===== src/rtl/cpe_pkg.sv =====
package cpe_pkg;

    localparam int unsigned MAX_PAYLOAD    = 256;
    localparam int unsigned LEN_W          = $clog2(MAX_PAYLOAD + 1);
    localparam int unsigned FRAME_OVERHEAD = 16;
    localparam int unsigned STEP_W         = $clog2(FRAME_OVERHEAD);
    localparam int unsigned QUEUE_DEPTH    = 4;
    localparam int unsigned Q_AW           = $clog2(QUEUE_DEPTH);

    localparam logic [15:0] CRC_INIT = 16'hFFFF;
    localparam logic [15:0] CRC_POLY = 16'h1021;

    localparam logic FUNC_HEADER  = 1'b0;
    localparam logic FUNC_PAYLOAD = 1'b1;

    localparam logic [1:0] ST_OK       = 2'd0;
    localparam logic [1:0] ST_BAD_LEN  = 2'd1;
    localparam logic [1:0] ST_OVERFLOW = 2'd2;
    localparam logic [1:0] ST_NO_FRAME = 2'd3;

    localparam logic [1:0] REG_MAGIC_FIRST     = 2'd0;
    localparam logic [1:0] REG_MAGIC_SECOND    = 2'd1;
    localparam logic [1:0] REG_FORMAT_VERSION  = 2'd2;
    localparam logic [1:0] REG_FRAME_CAPACITY  = 2'd3;

    // header byte offsets
    localparam logic [STEP_W-1:0] OFS_MAGIC0   = STEP_W'(0);
    localparam logic [STEP_W-1:0] OFS_MAGIC1   = STEP_W'(1);
    localparam logic [STEP_W-1:0] OFS_VERSION  = STEP_W'(2);
    localparam logic [STEP_W-1:0] OFS_TYPE     = STEP_W'(3);
    localparam logic [STEP_W-1:0] OFS_FLAGS    = STEP_W'(4);
    localparam logic [STEP_W-1:0] OFS_RSVD     = STEP_W'(5);
    localparam logic [STEP_W-1:0] OFS_SEQ_LO   = STEP_W'(6);
    localparam logic [STEP_W-1:0] OFS_SEQ_HI   = STEP_W'(7);
    localparam logic [STEP_W-1:0] OFS_TS_0     = STEP_W'(8);
    localparam logic [STEP_W-1:0] OFS_TS_1     = STEP_W'(9);
    localparam logic [STEP_W-1:0] OFS_TS_2     = STEP_W'(10);
    localparam logic [STEP_W-1:0] OFS_TS_3     = STEP_W'(11);
    localparam logic [STEP_W-1:0] OFS_LEN_LO   = STEP_W'(12);
    localparam logic [STEP_W-1:0] OFS_LEN_HI   = STEP_W'(13);
    localparam logic [STEP_W-1:0] OFS_CRC_LO   = STEP_W'(14);
    localparam logic [STEP_W-1:0] OFS_CRC_HI   = STEP_W'(15);

    // payload command steps
    localparam logic [STEP_W-1:0] PAY_DATA     = STEP_W'(0);
    localparam logic [STEP_W-1:0] PAY_CRC_LO   = STEP_W'(1);
    localparam logic [STEP_W-1:0] PAY_CRC_HI   = STEP_W'(2);

    typedef enum logic [1:0] {
        CMD_HDR,
        CMD_PAY,
        CMD_ERR
    } cmd_kind_t;

    typedef struct packed {
        cmd_kind_t        kind;
        logic [1:0]       status;
        logic [7:0]       msg_type;
        logic [7:0]       flags;
        logic [15:0]      seq;
        logic [31:0]      ts;
        logic [LEN_W-1:0] len;
        logic [7:0]       data;
        logic             close;
    } cmd_t;

    typedef struct packed {
        logic [7:0]  magic_first;
        logic [7:0]  magic_second;
        logic [7:0]  format_version;
        logic [15:0] frame_capacity;
    } cfg_t;

    function automatic logic [15:0] crc_feed(input logic [15:0] crc_in,
                                             input logic [7:0] data);
        logic [15:0] c;
        c = crc_in ^ {data, 8'h00};
        for (int b = 0; b < 8; b++) begin
            c = c[15] ? ((c << 1) ^ CRC_POLY) : (c << 1);
        end
        return c;
    endfunction

endpackage


===== src/rtl/crc16_framed_packet_encoder.sv =====
// Frame builder with a CRC-16/CCITT-FALSE trailer. A header transaction
// (s_tuser 0) is checked against the payload limit and the output capacity and
// then expands into 14 header bytes, plus the two CRC bytes when the payload is
// empty; each payload transaction (s_tuser 1) gives one byte, and the byte that
// closes the frame is followed by the CRC low and high bytes. Errors give a
// single result with tlast set and the status in m_tuser. The front end takes
// one input transaction per cycle, while the queue is not full, into a
// four-entry command queue; the back end sequencer emits one result byte per
// cycle while m_tready holds. Each result is registered in the command queue,
// then in the output register. The user must make configuration writes only
// while the block is idle; the block itself does not enforce it.
module crc16_framed_packet_encoder (
    input  logic        aclk,
    input  logic        aresetn,
    input  logic        s_tvalid,
    output logic        s_tready,
    input  logic [87:0] s_tdata,   // msg_type, flag_bits, sequence_number,
                                   // ts_ms, pay_len, payload_byte
    input  logic        s_tuser,   // func
    output logic        m_tvalid,
    input  logic        m_tready,
    output logic [23:0] m_tdata,   // out_byte, frame_length
    output logic        m_tlast,
    output logic [1:0]  m_tuser,   // status
    input  logic        cfg_we,
    input  logic [1:0]  cfg_index,
    input  logic [15:0] cfg_wdata
);

    cpe_pkg::cfg_t cfg_reg;
    cpe_pkg::cmd_t push_cmd, head;
    logic          push, pop, q_empty, q_full;

    always_ff @(posedge aclk) begin
        if (!aresetn) begin
            cfg_reg.magic_first    <= 8'h00;
            cfg_reg.magic_second   <= 8'h00;
            cfg_reg.format_version <= 8'h00;
            cfg_reg.frame_capacity <= 16'hFFFF;
        end else if (cfg_we) begin
            unique case (cfg_index)
                cpe_pkg::REG_MAGIC_FIRST:    cfg_reg.magic_first    <= cfg_wdata[7:0];
                cpe_pkg::REG_MAGIC_SECOND:   cfg_reg.magic_second   <= cfg_wdata[7:0];
                cpe_pkg::REG_FORMAT_VERSION: cfg_reg.format_version <= cfg_wdata[7:0];
                cpe_pkg::REG_FRAME_CAPACITY: cfg_reg.frame_capacity <= cfg_wdata;
                default: ;
            endcase
        end
    end

    cpe_front u_front (
        .aclk     (aclk),
        .aresetn  (aresetn),
        .cfg      (cfg_reg),
        .s_tvalid (s_tvalid),
        .s_tready (s_tready),
        .s_tdata  (s_tdata),
        .s_tuser  (s_tuser),
        .q_full   (q_full),
        .push     (push),
        .cmd      (push_cmd)
    );

    cpe_queue u_queue (
        .aclk     (aclk),
        .aresetn  (aresetn),
        .push     (push),
        .push_cmd (push_cmd),
        .pop      (pop),
        .head     (head),
        .empty    (q_empty),
        .full     (q_full)
    );

    cpe_back u_back (
        .aclk     (aclk),
        .aresetn  (aresetn),
        .cfg      (cfg_reg),
        .head     (head),
        .q_empty  (q_empty),
        .pop      (pop),
        .m_tvalid (m_tvalid),
        .m_tready (m_tready),
        .m_tdata  (m_tdata),
        .m_tlast  (m_tlast),
        .m_tuser  (m_tuser)
    );

`ifndef SYNTHESIS
    a_no_push_when_full: assert property (@(posedge aclk) disable iff (!aresetn)
        push |-> !q_full)
        else $error("command pushed into full queue");

    a_pop_needs_entry: assert property (@(posedge aclk) disable iff (!aresetn)
        pop |-> !q_empty)
        else $error("command popped from empty queue");

    a_error_is_last: assert property (@(posedge aclk) disable iff (!aresetn)
        (m_tvalid && (m_tuser != cpe_pkg::ST_OK)) |-> (m_tlast && (m_tdata[7:0] == 8'h00)))
        else $error("error result not a single last transaction");

    a_length_only_on_last: assert property (@(posedge aclk) disable iff (!aresetn)
        (m_tvalid && !m_tlast) |-> (m_tdata[23:8] == 16'd0))
        else $error("frame length on a non-final transaction");
`endif

endmodule


===== src/rtl/cpe_front.sv =====
module cpe_front (
    input  logic                 aclk,
    input  logic                 aresetn,
    input  cpe_pkg::cfg_t        cfg,
    input  logic                 s_tvalid,
    output logic                 s_tready,
    input  logic [87:0]          s_tdata,  // msg_type, flag_bits, sequence_number,
                                           // ts_ms, pay_len, payload_byte
    input  logic                 s_tuser,  // func
    input  logic                 q_full,
    output logic                 push,
    output cpe_pkg::cmd_t        cmd
);

    logic                        active_reg, active_next;
    logic [cpe_pkg::LEN_W-1:0]   remaining_reg, remaining_next;
    logic [15:0]                 len_in;
    logic [16:0]                 need_total;

    assign s_tready   = !q_full;
    assign push       = s_tvalid && !q_full;
    assign len_in     = s_tdata[79:64];
    assign need_total = {1'b0, len_in} + 17'(cpe_pkg::FRAME_OVERHEAD);

    always_comb begin
        cmd.kind       = cpe_pkg::CMD_ERR;
        cmd.status     = cpe_pkg::ST_OK;
        cmd.msg_type   = s_tdata[7:0];
        cmd.flags      = s_tdata[15:8];
        cmd.seq        = s_tdata[31:16];
        cmd.ts         = s_tdata[63:32];
        cmd.len        = len_in[cpe_pkg::LEN_W-1:0];
        cmd.data       = s_tdata[87:80];
        cmd.close      = 1'b0;
        active_next    = active_reg;
        remaining_next = remaining_reg;
        if (s_tuser == cpe_pkg::FUNC_HEADER) begin
            active_next    = 1'b0;
            remaining_next = '0;
            priority if (len_in > 16'(cpe_pkg::MAX_PAYLOAD)) begin
                cmd.status = cpe_pkg::ST_BAD_LEN;
            end else if ({1'b0, cfg.frame_capacity} < need_total) begin
                cmd.status = cpe_pkg::ST_OVERFLOW;
            end else begin
                cmd.kind       = cpe_pkg::CMD_HDR;
                active_next    = (len_in != 16'd0);
                remaining_next = len_in[cpe_pkg::LEN_W-1:0];
            end
        end else if (!active_reg) begin
            cmd.status = cpe_pkg::ST_NO_FRAME;
        end else begin
            cmd.kind       = cpe_pkg::CMD_PAY;
            cmd.close      = (remaining_reg == cpe_pkg::LEN_W'(1));
            remaining_next = remaining_reg - cpe_pkg::LEN_W'(1);
            active_next    = !cmd.close;
        end
    end

    always_ff @(posedge aclk) begin
        if (!aresetn) begin
            active_reg    <= 1'b0;
            remaining_reg <= '0;
        end else if (push) begin
            active_reg    <= active_next;
            remaining_reg <= remaining_next;
        end
    end

endmodule


===== src/rtl/cpe_queue.sv =====
module cpe_queue (
    input  logic          aclk,
    input  logic          aresetn,
    input  logic          push,
    input  cpe_pkg::cmd_t push_cmd,
    input  logic          pop,
    output cpe_pkg::cmd_t head,
    output logic          empty,
    output logic          full
);

    cpe_pkg::cmd_t            entry_reg [cpe_pkg::QUEUE_DEPTH];
    logic [cpe_pkg::Q_AW-1:0] wr_ptr_reg, rd_ptr_reg;
    logic [cpe_pkg::Q_AW:0]   count_reg;

    assign empty = (count_reg == '0);
    assign full  = (count_reg == (cpe_pkg::Q_AW + 1)'(cpe_pkg::QUEUE_DEPTH));
    assign head  = entry_reg[rd_ptr_reg];

    always_ff @(posedge aclk) begin
        if (push) begin
            entry_reg[wr_ptr_reg] <= push_cmd;
        end
    end

    always_ff @(posedge aclk) begin
        if (!aresetn) begin
            wr_ptr_reg <= '0;
            rd_ptr_reg <= '0;
            count_reg  <= '0;
        end else begin
            if (push) begin
                wr_ptr_reg <= wr_ptr_reg + 1'b1;
            end
            if (pop) begin
                rd_ptr_reg <= rd_ptr_reg + 1'b1;
            end
            unique case ({push, pop})
                2'b10:   count_reg <= count_reg + 1'b1;
                2'b01:   count_reg <= count_reg - 1'b1;
                default: count_reg <= count_reg;
            endcase
        end
    end

endmodule


===== src/rtl/cpe_back.sv =====
module cpe_back (
    input  logic          aclk,
    input  logic          aresetn,
    input  cpe_pkg::cfg_t cfg,
    input  cpe_pkg::cmd_t head,
    input  logic          q_empty,
    output logic          pop,
    output logic          m_tvalid,
    input  logic          m_tready,
    output logic [23:0]   m_tdata,  // out_byte, frame_length
    output logic          m_tlast,
    output logic [1:0]    m_tuser   // status
);

    logic [cpe_pkg::STEP_W-1:0] step_reg, step_next;
    logic [15:0]                crc_reg, crc_next;
    logic [15:0]                ftotal_reg, ftotal_next;
    logic                       valid_reg;
    logic [7:0]                 byte_reg, byte_next;
    logic                       last_reg, last_next;
    logic [1:0]                 status_reg, status_next;
    logic [15:0]                flen_reg, flen_next;
    logic                       load, feed, finish;
    logic [15:0]                hdr_total;

    assign load      = !q_empty && (!valid_reg || m_tready);
    assign pop       = load && finish;
    assign hdr_total = 16'(cpe_pkg::FRAME_OVERHEAD) + 16'(head.len);

    always_comb begin
        byte_next   = 8'h00;
        last_next   = 1'b0;
        status_next = cpe_pkg::ST_OK;
        flen_next   = 16'd0;
        feed        = 1'b0;
        finish      = 1'b0;
        ftotal_next = ftotal_reg;
        crc_next    = crc_reg;
        unique case (head.kind)
            cpe_pkg::CMD_HDR: begin
                feed = (step_reg >= cpe_pkg::OFS_VERSION) && (step_reg <= cpe_pkg::OFS_LEN_HI);
                unique case (step_reg)
                    cpe_pkg::OFS_MAGIC0: begin
                        byte_next   = cfg.magic_first;
                        crc_next    = cpe_pkg::CRC_INIT;
                        ftotal_next = hdr_total;
                    end
                    cpe_pkg::OFS_MAGIC1:  byte_next = cfg.magic_second;
                    cpe_pkg::OFS_VERSION: byte_next = cfg.format_version;
                    cpe_pkg::OFS_TYPE:    byte_next = head.msg_type;
                    cpe_pkg::OFS_FLAGS:   byte_next = head.flags;
                    cpe_pkg::OFS_RSVD:    byte_next = 8'h00;
                    cpe_pkg::OFS_SEQ_LO:  byte_next = head.seq[7:0];
                    cpe_pkg::OFS_SEQ_HI:  byte_next = head.seq[15:8];
                    cpe_pkg::OFS_TS_0:    byte_next = head.ts[7:0];
                    cpe_pkg::OFS_TS_1:    byte_next = head.ts[15:8];
                    cpe_pkg::OFS_TS_2:    byte_next = head.ts[23:16];
                    cpe_pkg::OFS_TS_3:    byte_next = head.ts[31:24];
                    cpe_pkg::OFS_LEN_LO:  byte_next = head.len[7:0];
                    cpe_pkg::OFS_LEN_HI: begin
                        byte_next = 8'(head.len >> 8);
                        last_next = (head.len != '0);
                        finish    = (head.len != '0);
                    end
                    cpe_pkg::OFS_CRC_LO:  byte_next = crc_reg[7:0];
                    cpe_pkg::OFS_CRC_HI: begin
                        byte_next = crc_reg[15:8];
                        last_next = 1'b1;
                        flen_next = hdr_total;
                        finish    = 1'b1;
                    end
                    default: finish = 1'b1;
                endcase
            end
            cpe_pkg::CMD_PAY: begin
                unique case (step_reg)
                    cpe_pkg::PAY_DATA: begin
                        byte_next = head.data;
                        feed      = 1'b1;
                        last_next = !head.close;
                        finish    = !head.close;
                    end
                    cpe_pkg::PAY_CRC_LO: byte_next = crc_reg[7:0];
                    cpe_pkg::PAY_CRC_HI: begin
                        byte_next = crc_reg[15:8];
                        last_next = 1'b1;
                        flen_next = ftotal_reg;
                        finish    = 1'b1;
                    end
                    default: finish = 1'b1;
                endcase
            end
            cpe_pkg::CMD_ERR: begin
                last_next   = 1'b1;
                status_next = head.status;
                finish      = 1'b1;
            end
            default: finish = 1'b1;
        endcase
        if (feed) begin
            crc_next = cpe_pkg::crc_feed(crc_reg, byte_next);
        end
        step_next = finish ? '0 : step_reg + 1'b1;
    end

    always_ff @(posedge aclk) begin
        if (!aresetn) begin
            step_reg   <= '0;
            crc_reg    <= cpe_pkg::CRC_INIT;
            ftotal_reg <= 16'd0;
            valid_reg  <= 1'b0;
        end else begin
            if (load) begin
                step_reg   <= step_next;
                crc_reg    <= crc_next;
                ftotal_reg <= ftotal_next;
                valid_reg  <= 1'b1;
            end else if (m_tready) begin
                valid_reg  <= 1'b0;
            end
        end
    end

    always_ff @(posedge aclk) begin
        if (load) begin
            byte_reg   <= byte_next;
            last_reg   <= last_next;
            status_reg <= status_next;
            flen_reg   <= flen_next;
        end
    end

    assign m_tvalid = valid_reg;
    assign m_tdata  = {flen_reg, byte_reg};
    assign m_tlast  = last_reg;
    assign m_tuser  = status_reg;

endmodule

===== config.mk =====
export PLATFORM = sky130hd
export DESIGN_NAME = crc16_framed_packet_encoder
export DESIGN_NICKNAME = d
export VERILOG_FILES = /design/src/rtl/cpe_pkg.sv /design/src/rtl/crc16_framed_packet_encoder.sv /design/src/rtl/cpe_front.sv /design/src/rtl/cpe_queue.sv /design/src/rtl/cpe_back.sv
export SDC_FILE = /design/constraint.sdc
export NUM_CORES = 1
export LEC_CHECK = 0
export BUFFER_PORTS_ARGS = -buffer_cell sky130_fd_sc_hd__buf_2
export CAP_MARGIN = 20
export CORE_MARGIN = 1
export CORE_UTILIZATION = 30
export CTS_BUF_LIST = sky130_fd_sc_hd__clkbuf_4
export DETAILED_ROUTE_END_ITERATION = 10
export SYNTH_ARGS = -nofsm -noshare
export SYNTH_HDL_FRONTEND = slang
export SYNTH_SLANG_ARGS = --single-unit

===== constraint.sdc =====
create_clock -name aclk -period 3.9 [get_ports aclk]
set_input_delay 0.975 -clock aclk [delete_from_list [all_inputs] [get_ports aclk]]
set_output_delay 0.975 -clock aclk [all_outputs]
set_load 0.005 [all_outputs]

==> metrics, run 1 <==
status=completed; Post-Route Utilization=0.3580; Final period util=0.9034; Worst EP required=4640 ps; Gate Count Post-Synth=1350; Peak Freq=0.2838 GHz; synth warn=0; row count=93; RSZ-0062 raised after global routing=false; TritonCTS clock tree=built; full die area=0.06612 mm2; H-tree depth=3; DRT antenna net count=0; clock root cell=clkbuf_4; Yosys reg bits=455; Post-DP HPWL=38490 um; CP Data Arrival Time=4260 ps; Cell Area, Synth=0.01953 mm2; DR iter-0 viols=839; Num Clock Sinks=455; vias in the first global route=12790; asr flop ratio synth=0; setup bufs post-CTS=0; initial antenna violation count=8; hold depth=1; Starting Density=0.3035; most common library cells after synthesis=365 x edfxtp_1, 150 x mux2i_1, 90 x dfxtp_1; io pins=141; Num CTS Buffers=110; register area=0.01277 mm2; post-synthesis cell type count=80; Worst R2R End=u_queue.count_reg[2]; worst r2r src=u_back.step_reg[1]; crit end category=flop; GR Overflow Total=0; Worst IR Drop VDD=0.0002357 V; leakage=8.203 nW; Slew Limit Fails=0; Wirelength per Cell=21.67 um; max FFs per register=344; layout cells sized above 1=0.2541; I/O Buffers=134; DRC=0; worst min path class=input pin to flop; area of the multi-input gates=0.006284 mm2; Synth area leader=edfxtp_1; total power=13.56 mW; Pwr Density=588.7 mW/mm2; first-pass GRT wire length=81970 um; post-route cell area=0.02304 mm2; CTS clk-pin slew, worst paths=70 ps; clk_skew=60.44 ps; Final Hold Vio Count=0; main flop type after synthesis=edfxtp_1; Crit Path Class=flop to flop; die outline width=257.1 um; Worst Max-Slew Pin Slew=888.2 ps; number of detailed-route iterations in the first pass=7; most common cell in the netlist=edfxtp_1; Vias/cell=4.913; Area growth syn-to-layout=17.96%; GPL Wtd Cong=0.9369; clk_lat worst skew=850 ps; startpoint types=flop; filler cell count=6202; synth top area cells=edfxtp_1 56%, dfxtp_1 9.2%, mux2i_1 7.7%; Longest Clk Path Bufs=3; setup tns final=0 ps; GRT Overall Usage=0.1659; Hold-fix buffers, CTS=0; Cell Area, Placed=0.02162 mm2; Synth top area share=0.5612; Worst R2R Setup Slack=380 ps; Avg Inst Size Synth=14.47 um2; # resized after CTS=0; largest net degree at the start of global routing=87; aggregate routed wire length=55210 um; min Tclk post-route=3523 ps; CP max FO=9; R2R depth=13; Seq/Total Area, Yosys=0.6535; routed vias=12520; core area=0.06435 mm2; Nets=1749; Hold EP=u_queue.entry_reg[2][49]; Setup violations, final=0; Post-synth EDFFs=365; worst min-delay path startpoint=s_tdata[63]; Rel. slew slack=0.4053; Max-Cap Viols=0; die height=257.1 um
[per-stage QoR]
step | hold slack, ps | std cells | setup WS (ps)
2_1_floorplan | 431.6 | 1355 | 293.3
3_3_place_gp | 450.0 | 2348 | 197.5
3_5_place_dp | 452.3 | 2348 | 202.8
4_1_cts | 221.5 | 2547 | 358.0
5_1_grt | 268.5 | 2548 | 72.09
6_report | 323.1 | 2548 | 376.7
[routing by layer]
metal,part of all wire,track usage,wire length [um],vias up
li1,-,-,-,5779
met1,0.43,0.2096,23550,6190
met2,0.48,0.2737,26670,411
met3,0.057,0.03457,3128,126
met4,0.032,0.07176,1791,12
met5,0.0012,0,66,-
[cells in the final DEF (no fill, tap or decap), drive strengths merged, types with 8 or more instances in the layout]
cell type / Yosys / layout
edfxtp: 365 / 365
buf: 47 / 213
clkbuf: 28 / 152
mux2i: 150 / 150
dfxtp: 90 / 90
nand2: 87 / 87
o22ai: 48 / 48
clkinv: 0 / 43
nor2: 41 / 41
o21ai: 40 / 40
nor2b: 38 / 38
inv: 32 / 33
nand3: 31 / 31
ha: 31 / 31
a21oi: 25 / 25
mux4: 24 / 24
xor2: 23 / 23
xnor2: 22 / 22
nor3: 19 / 19
nor4: 14 / 14
nand4: 12 / 12
and3: 12 / 12
and2: 11 / 11
nand2b: 10 / 10
a22oi: 10 / 10
a21o: 9 / 9
a22o: 9 / 9
o2bb2ai: 9 / 9
a21boi: 9 / 9
o22a: 8 / 8
[worst max-delay path, cell delays in order (launching register included)]
cell,delay [ps]
dfxtp_1,440
ha_1,470
buf_4,260
nand3_1,270
nand2_1,150
nor4_1,60
a21oi_1,170
o21a_1,270
ha_1,220
inv_1,60
fa_1,380
xor2_1,180
or3_1,310
a21boi_0,170
[cells by family (layout without fill, tap and decap cells)]
kind of cell | after synthesis | count (layout) | share of synthesized area
and+or+nand+nor | 319 | 319 | 0.08899
other | 1 | 7 | 0.0001920
buffers and inverters | 107 | 444 | 0.02761
adders and majority gates | 32 | 32 | 0.02089
xor gates and xnor gates | 48 | 48 | 0.02524
AOI/OAI and AO/OA | 209 | 209 | 0.07541
muxes | 179 | 179 | 0.1082
DFF | 455 | 455 | 0.6535
[cell type report]
| cell class | count | area share |
|---|---|---|
| Multi-Input combinational cell | 793 | 0.2727 |
| Clock buffer | 152 | 0.04953 |
| Clock inverter | 47 | 0.01195 |
| Tap cell | 855 | 0.04643 |
| Inverter | 32 | 0.005214 |
| Antenna cell | 1 | 0.0001086 |
| Sequential cell | 455 | 0.5543 |
| Timing Repair Buffer | 213 | 0.05974 |
[power breakdown]
group	internal (mW)	switching [mW]
clock network	2.01	1.89
registers	6.02	0.300
logic	1.34	2.00
[worst max path at each step]
| stage | start | end | slack, ps | cells past startpoint |
|---|---|---|---|---|
| after detailed placement | s_tdata[68] | u_front.remaining_reg[6] | 200 | 15 |
| after floorplan | flop | u_queue.count_reg[2] | 290 | 19 |
| after global routing | u_back.step_reg[1] | u_queue.count_reg[2] | 70 | 13 |
| after global placement | s_tdata[68] | u_front.remaining_reg[6] | 200 | 15 |
| after CTS | u_back.step_reg[1] | u_queue.count_reg[2] | 360 | 13 |
| final | u_back.step_reg[1] | u_queue.count_reg[2] | 380 | 13 |
(Power assumes the default switching activity.)
==> run 2, diff against run 1 <==
- clock period: 3.9 -> 3.45 ns (I/O delays scaled with it)
==> metrics, run 2 (synthesized netlist as in run 1, its figures left out) <==
Slew Limit Fails=0 (unchanged); # resized after CTS=0 (unchanged); H-tree depth=3 (unchanged); initial antenna violation count=7 (-1); Longest Clk Path Bufs=3 (unchanged); commonest non-fill, non-tap cells in the layout=365 x edfxtp_1, 167 x clkbuf_4, 148 x mux2i_1; register area=0.01277 mm2 (about the same); Starting Density=0.3035 (unchanged); Hold-fix buffers, CTS=0 (unchanged); Peak Freq=0.2971 GHz (+4.7%); layout cells sized above 1=0.2779 (+0.02377); GR Overflow Total=0 (unchanged); core area=0.06435 mm2 (unchanged); DRC=0 (unchanged); Area growth syn-to-layout=19.60%; Final period util=0.9756 (+0.07219); Worst Setup Slack post-DPL=-28.06 ps (-230.8 ps); Worst Max-Slew Pin Slew=866.7 ps (-21.50 ps); number of detailed-route iterations in the first pass=5 (-2); total power=15.31 mW (+13%); setup tns final=0 ps (unchanged); Worst EP required=4130 ps (-510 ps); aggregate routed wire length=54270 um (-1.7%); filler cell count=6165 (-0.60%); clk_skew=43.26 ps (-17.18 ps); Final Hold Vio Count=0 (unchanged); leakage=8.398 nW (+2.4%); Crit Path Class=flop to flop; clk_lat worst skew=840 ps (about the same); DR iter-0 viols=1198 (+43%); final worst setup slack=84.19 ps (-292.5 ps); worst min path class=input pin to flop; DRT antenna net count=0 (unchanged); hold depth=1 (unchanged); first-pass GRT wire length=80080 um (-2.3%); Worst IR Drop VDD=0.0003952 V (+68%); final cell count without fillers=2594 (+1.8%); CTS clk-pin slew, worst paths=70 ps (about the same); Setup violations, final=0 (unchanged); crit end category=flop; row count=93 (unchanged); clock root cell=clkbuf_4; min Tclk post-route=3366 ps (-157.5 ps); Num Clock Sinks=455 (unchanged); Wirelength per Cell=20.92 um (-3.4%); max FFs per register=344 (unchanged); Nets=1787 (+2.2%); TritonCTS clock tree=built; startpoint types=flop; post-route cell area=0.02336 mm2 (+1.4%); io pins=141 (unchanged); GPL Wtd Cong=0.9302 (-0.72%); CP Data Arrival Time=4050 ps (-210 ps); I/O Buffers=134 (unchanged); routed vias=12670 (+1.2%); most common cell after layout, fill and taps aside=edfxtp_1; Vias/cell=4.885 (-0.56%); vias in the first global route=12690 (-0.77%); largest net degree at the start of global routing=87 (unchanged); die height=257.1 um (unchanged); RSZ-0062 raised after global routing=false; die outline width=257.1 um (unchanged); setup bufs post-CTS=0 (unchanged); R2R depth=11 (-2); CP max FO=27 (+18); area of the multi-input gates=0.006314 mm2 (+0.48%); Cell Area, Placed=0.02191 mm2 (+1.3%); GRT Overall Usage=0.1626 (-0.003220); dpl cells=2388 (+1.7%); Rel. slew slack=0.4197 (+0.01440); Num CTS Buffers=108 (-1.8%); Post-DP HPWL=38690 um (+0.51%); full die area=0.06612 mm2 (unchanged); status=completed; Pwr Density=655.4 mW/mm2 (+11%); Max-Cap Viols=0 (unchanged)
==> run 2: worst paths after layout <==
| path | endpoint | startpoint | slack, ps |
|---|---|---|---|
| worst min register to register | u_back.ftotal_reg[9] | u_back.ftotal_reg[9] | 460 |
| worst max register to register | u_back.crc_reg[1] | flop | 80 |
| worst max-delay path | u_back.crc_reg[1] | flop | 80 |
| worst min-delay path | u_queue.entry_reg[2][35] | s_tdata[49] | 230 |
==> run 2: layer usage <==
layer  GRT usage  wire length [um]
met5           0                76
met4     0.06498              1429
met3     0.03674              3411
met2      0.2659             26220
met1      0.2080             23140
==> run 2: layout make-up <==
type / count / share of cell area
Antenna cell: 1 / 0.0001071
Timing Repair Buffer: 253 / 0.07125
Sequential cell: 455 / 0.5468
Multi-Input combinational cell: 793 / 0.2703
Inverter: 32 / 0.005142
Clock buffer: 167 / 0.05367
Clock inverter: 38 / 0.006964
Tap cell: 855 / 0.04580
==> run 2: through the flow <==
step	hold slack, ps	utilization
2_1_floorplan	431.6	-
3_3_place_gp	450.8	0.3405
3_5_place_dp	451.6	0.3405
4_1_cts	117.9	0.3625
5_1_grt	146.3	0.3630
6_report	228.8	0.3630
==> run 2: critical path, stage by stage, from the launching register on <==
cell and delay, ps:
dfxtp_4 480, buf_12 250, mux2i_1 360, o22ai_1 130, or4_1 550, nor4b_2 420
buf_4 180, o22ai_2 130, xnor2_2 210, xnor2_2 180, nor2b_1 180, o21ai_0 110
==> run 2: power breakdown <==
part	internal [mW]	total (mW)	switching [mW]	leakage (nW)
clock	2.21	4.32	2.10	0.836
combinational	1.59	3.92	2.32	3.47
sequential	6.80	7.08	0.276	4.10
==> run 3, diff against run 2 <==
- ABC_AREA: unset -> 1
==> metrics, run 3 <==
internal power=11.11 mW (+4.7%); largest net degree at the start of global routing=96 (+10%); synth top area cells=edfxtp_1 53%, nand2_1 11%, dfxtp_1 8.8%; Post-Route Utilization=0.3558 (-0.007226); DRC=0 (unchanged); Starting Density=0.3042 (+0.0006991); GPL Wtd Cong=0.9093 (-2.2%); Post-synth EDFFs=365 (unchanged); Max-Cap Viols=0 (unchanged); asr flop ratio synth=0 (unchanged); met2 GRT Util=0.2736 (+0.007749); filler cell count=6656 (+8.0%); largest family of logic cells by synthesized area=simple AND/OR/NAND/NOR gates; routed vias=15570 (+23%); CP max-delay cell=dfxtp_1; mux share of post-synthesis cell area=0 (-0.1082); clk_lat worst skew=900 ps (+60 ps); post-synthesis cell type count=50 (-38%); Reg power frac=0.390 (-0.072); synth warn=0 (unchanged); vias in the first global route=15190 (+20%); Crit path max-delay family=simple AND/OR/NAND/NOR gates; final worst setup slack=274.3 ps (+190.1 ps); post-route cell area=0.02398 mm2 (+2.7%); Vias/cell=4.661 (-4.6%); met1 usage=0.2142 (+0.006250); clock root cell=clkbuf_4; Seq/Total Area, Yosys=0.6225 (-0.03099); commonest non-fill, non-tap cells in the layout=587 x nand2_1, 365 x edfxtp_1, 236 x nor2_1; clk_skew=62.80 ps (+19.54 ps); CP max stage delay=420 ps (-130 ps); Gate Count Post-Synth=2132 (+58%); crit-path cells=inv_1 > ha_1 > inv_1 > nor2_1 > buf_4 > nand2_1 > nand2_1 > nor2_1 > nand2_1 > nor2_1 > nand3_1 > nand2_2 > nand2_2 > nand2_1 > nand2_1 > nand2_1 > nand2_1 > nand2_1 > nand3_1 > nand2_1 > nand2_1; GR Overflow Total=0 (unchanged); most common cell after layout, fill and taps aside=nand2_1; Area growth syn-to-layout=16.95%; hold_ws=184.0 ps (-44.78 ps); Wirelength per Cell=17.34 um (-17%); max FFs per register=344 (unchanged); Peak Freq=0.3149 GHz (+6.0%); CP Data Arrival Time=3940 ps (-110 ps); aggregate routed wire length=57930 um (+6.7%); initial antenna violation count=12 (+5); I/O Buffers=134 (unchanged); worst min path class=input pin to flop; Simple-Gate Fraction of Synth Area=0.2107 (+0.1217); Worst Max-Slew Pin Slew=885.3 ps (+18.55 ps); Adder-Cell Fraction of Synth Area=0.01990 (-0.0009904); row count=95 (+2.2%); Crit Path Class=flop to flop; Synth area leader=edfxtp_1; crit end category=flop; core area=0.06740 mm2 (+4.7%); layout cells sized above 1=0.1759 (-0.1020); H-tree depth=3 (unchanged); most used routing layer=met2; most common cell in the netlist=nand2_1; Slew Limit Fails=0 (unchanged); Final Hold Vio Count=0 (unchanged); min Tclk post-route=3176 ps (-190.1 ps); Worst Setup Slack post-DPL=61.44 ps (+89.49 ps); worst path bufs/invs=3 (+1); Nets=2510 (+40%); TritonCTS clock tree=built; Num Clock Sinks=455 (unchanged); met3 GRT Util=0.03639 (-0.0003558); die height=263.4 um (+2.4%); Post-DP HPWL=39360 um (+1.7%); setup bufs post-CTS=0 (unchanged); Rel. slew slack=0.4076 (-0.01201); die outline width=263.4 um (+2.4%); leakage=9.965 nW (+19%); Cell Area, Placed=0.02246 mm2 (+2.5%); XOR/XNOR Fraction of Synth Area=0.006408 (-0.01883); DRT antenna net count=0 (unchanged); Yosys reg bits=455 (unchanged); switching power total=7.130 mW (+52%); status=completed; io pins=141 (unchanged); Setup violations, final=0 (unchanged); Final period util=0.9205 (-0.05510); Switching Share=0.3909 (+0.08383); main flop type after synthesis=edfxtp_1; Critical Path Most Common Cell=nand2_1; Worst EP required=4220 ps (+90 ps); Pwr Density=760.8 mW/mm2 (+16%); Cell Area, Synth=0.02050 mm2 (+5.0%); GRT Overall Usage=0.1664 (+0.003787); Worst IR Drop VDD=0.0003888 V (-1.6%); full die area=0.06939 mm2 (+4.9%); Synth top area share=0.5346 (-0.02661); first-pass GRT wire length=88830 um (+11%); most common library cells after synthesis=589 x nand2_1, 365 x edfxtp_1, 240 x nor2_1; number of detailed-route iterations in the first pass=5 (unchanged); CP max FO=10 (-63%); Longest Clk Path Bufs=3 (unchanged); Avg Inst Size Synth=9.616 um2 (-34%); Num CTS Buffers=118 (+9.3%); RSZ-0062 raised after global routing=false; combinational share of power=0.359 (+0.103); Compound-Gate Fraction of Synth Area=0.07549 (+0.00008606); CTS clk-pin slew, worst paths=80 ps (about the same); DR iter-0 viols=1313 (+9.6%); Clk pwr share=0.251 (-0.031); startpoint types=flop
-- run 3: cell types whose count changed in the layout (fill, tap and decap cells not counted), sizes merged, moves of 38 or more --
cell,previous run,this run
nand3,31,183
nor2b,38,0
mux2i,150,0
nand2,87,604
a21oi,25,69
buf,253,203
inv,33,196
o21ai,40,176
nor2,41,243
-- run 3: power by group through the flow --
stage	Sequential, mW	Combinational, mW	Clock, mW
6_report	7.12	6.55	4.57
3_3_place_gp	7.22	6.44	0
2_1_floorplan	7.19	4.45	0
3_5_place_dp	7.23	6.52	0
5_1_grt	7.19	7.31	4.99
4_1_cts	7.12	6.55	4.72
-- run 3: routing by layer --
metal,part of all wire,vias to the layer above
met5,0.00081,-
met4,0.022,8
met3,0.060,91
li1,-,7694
met2,0.48,454
met1,0.44,7321
-- run 3: timing repair --
action | 4_1_cts | 5_1_grt
gates resized for setup | 0 | 2
endpoints found under the setup margin | 0 | 2
hold buffers | 0 | 0
-- run 3: worst paths after layout --
check | start | endpoint | slack (ps) | cells after the start
worst min-delay path | s_tdata[18] | u_queue.entry_reg[2][52] | 180 | 1
worst max-delay path | u_back.step_reg[0] | u_back.crc_reg[7] | 270 | 21
worst min register to register | u_back.ftotal_reg[5] | u_back.ftotal_reg[5] | 450 | 2
worst max register to register | u_back.step_reg[0] | u_back.crc_reg[7] | 270 | 21
-- run 3: per-stage QoR --
| step | TNS [ps] | power [mW] | std cells |
|---|---|---|---|
| 6_report | 0 | 18.24 | 3340 |
| 5_1_grt | 0 | 19.48 | 3337 |
| 4_1_cts | 0 | 18.39 | 3334 |
| 3_5_place_dp | 0 | 13.75 | 3119 |
| 3_3_place_gp | 0 | 13.66 | 3119 |
| 2_1_floorplan | -136130 | 11.64 | 2137 |
-- run 3: kinds of logic after synthesis --
logic type | after synthesis
buf+inv | 287
xor+xnor | 15
other cells | 1
simple gates | 1055
flops | 455
compound gates | 287
fa+ha+maj | 32
-- run 3: cell type report --
class                      instances  area [um2]  area share
multi-input combinational       1395        6472      0.2699
antenna                            6       15.01   0.0006262
clock buffer                     174        1306     0.05448
sequential                       455       12770      0.5326
inverter                         193       726.9     0.03032
timing repair buffer             203        1401     0.05845
tap                              873        1092     0.04556
clock inverter                    41       192.7    0.008036
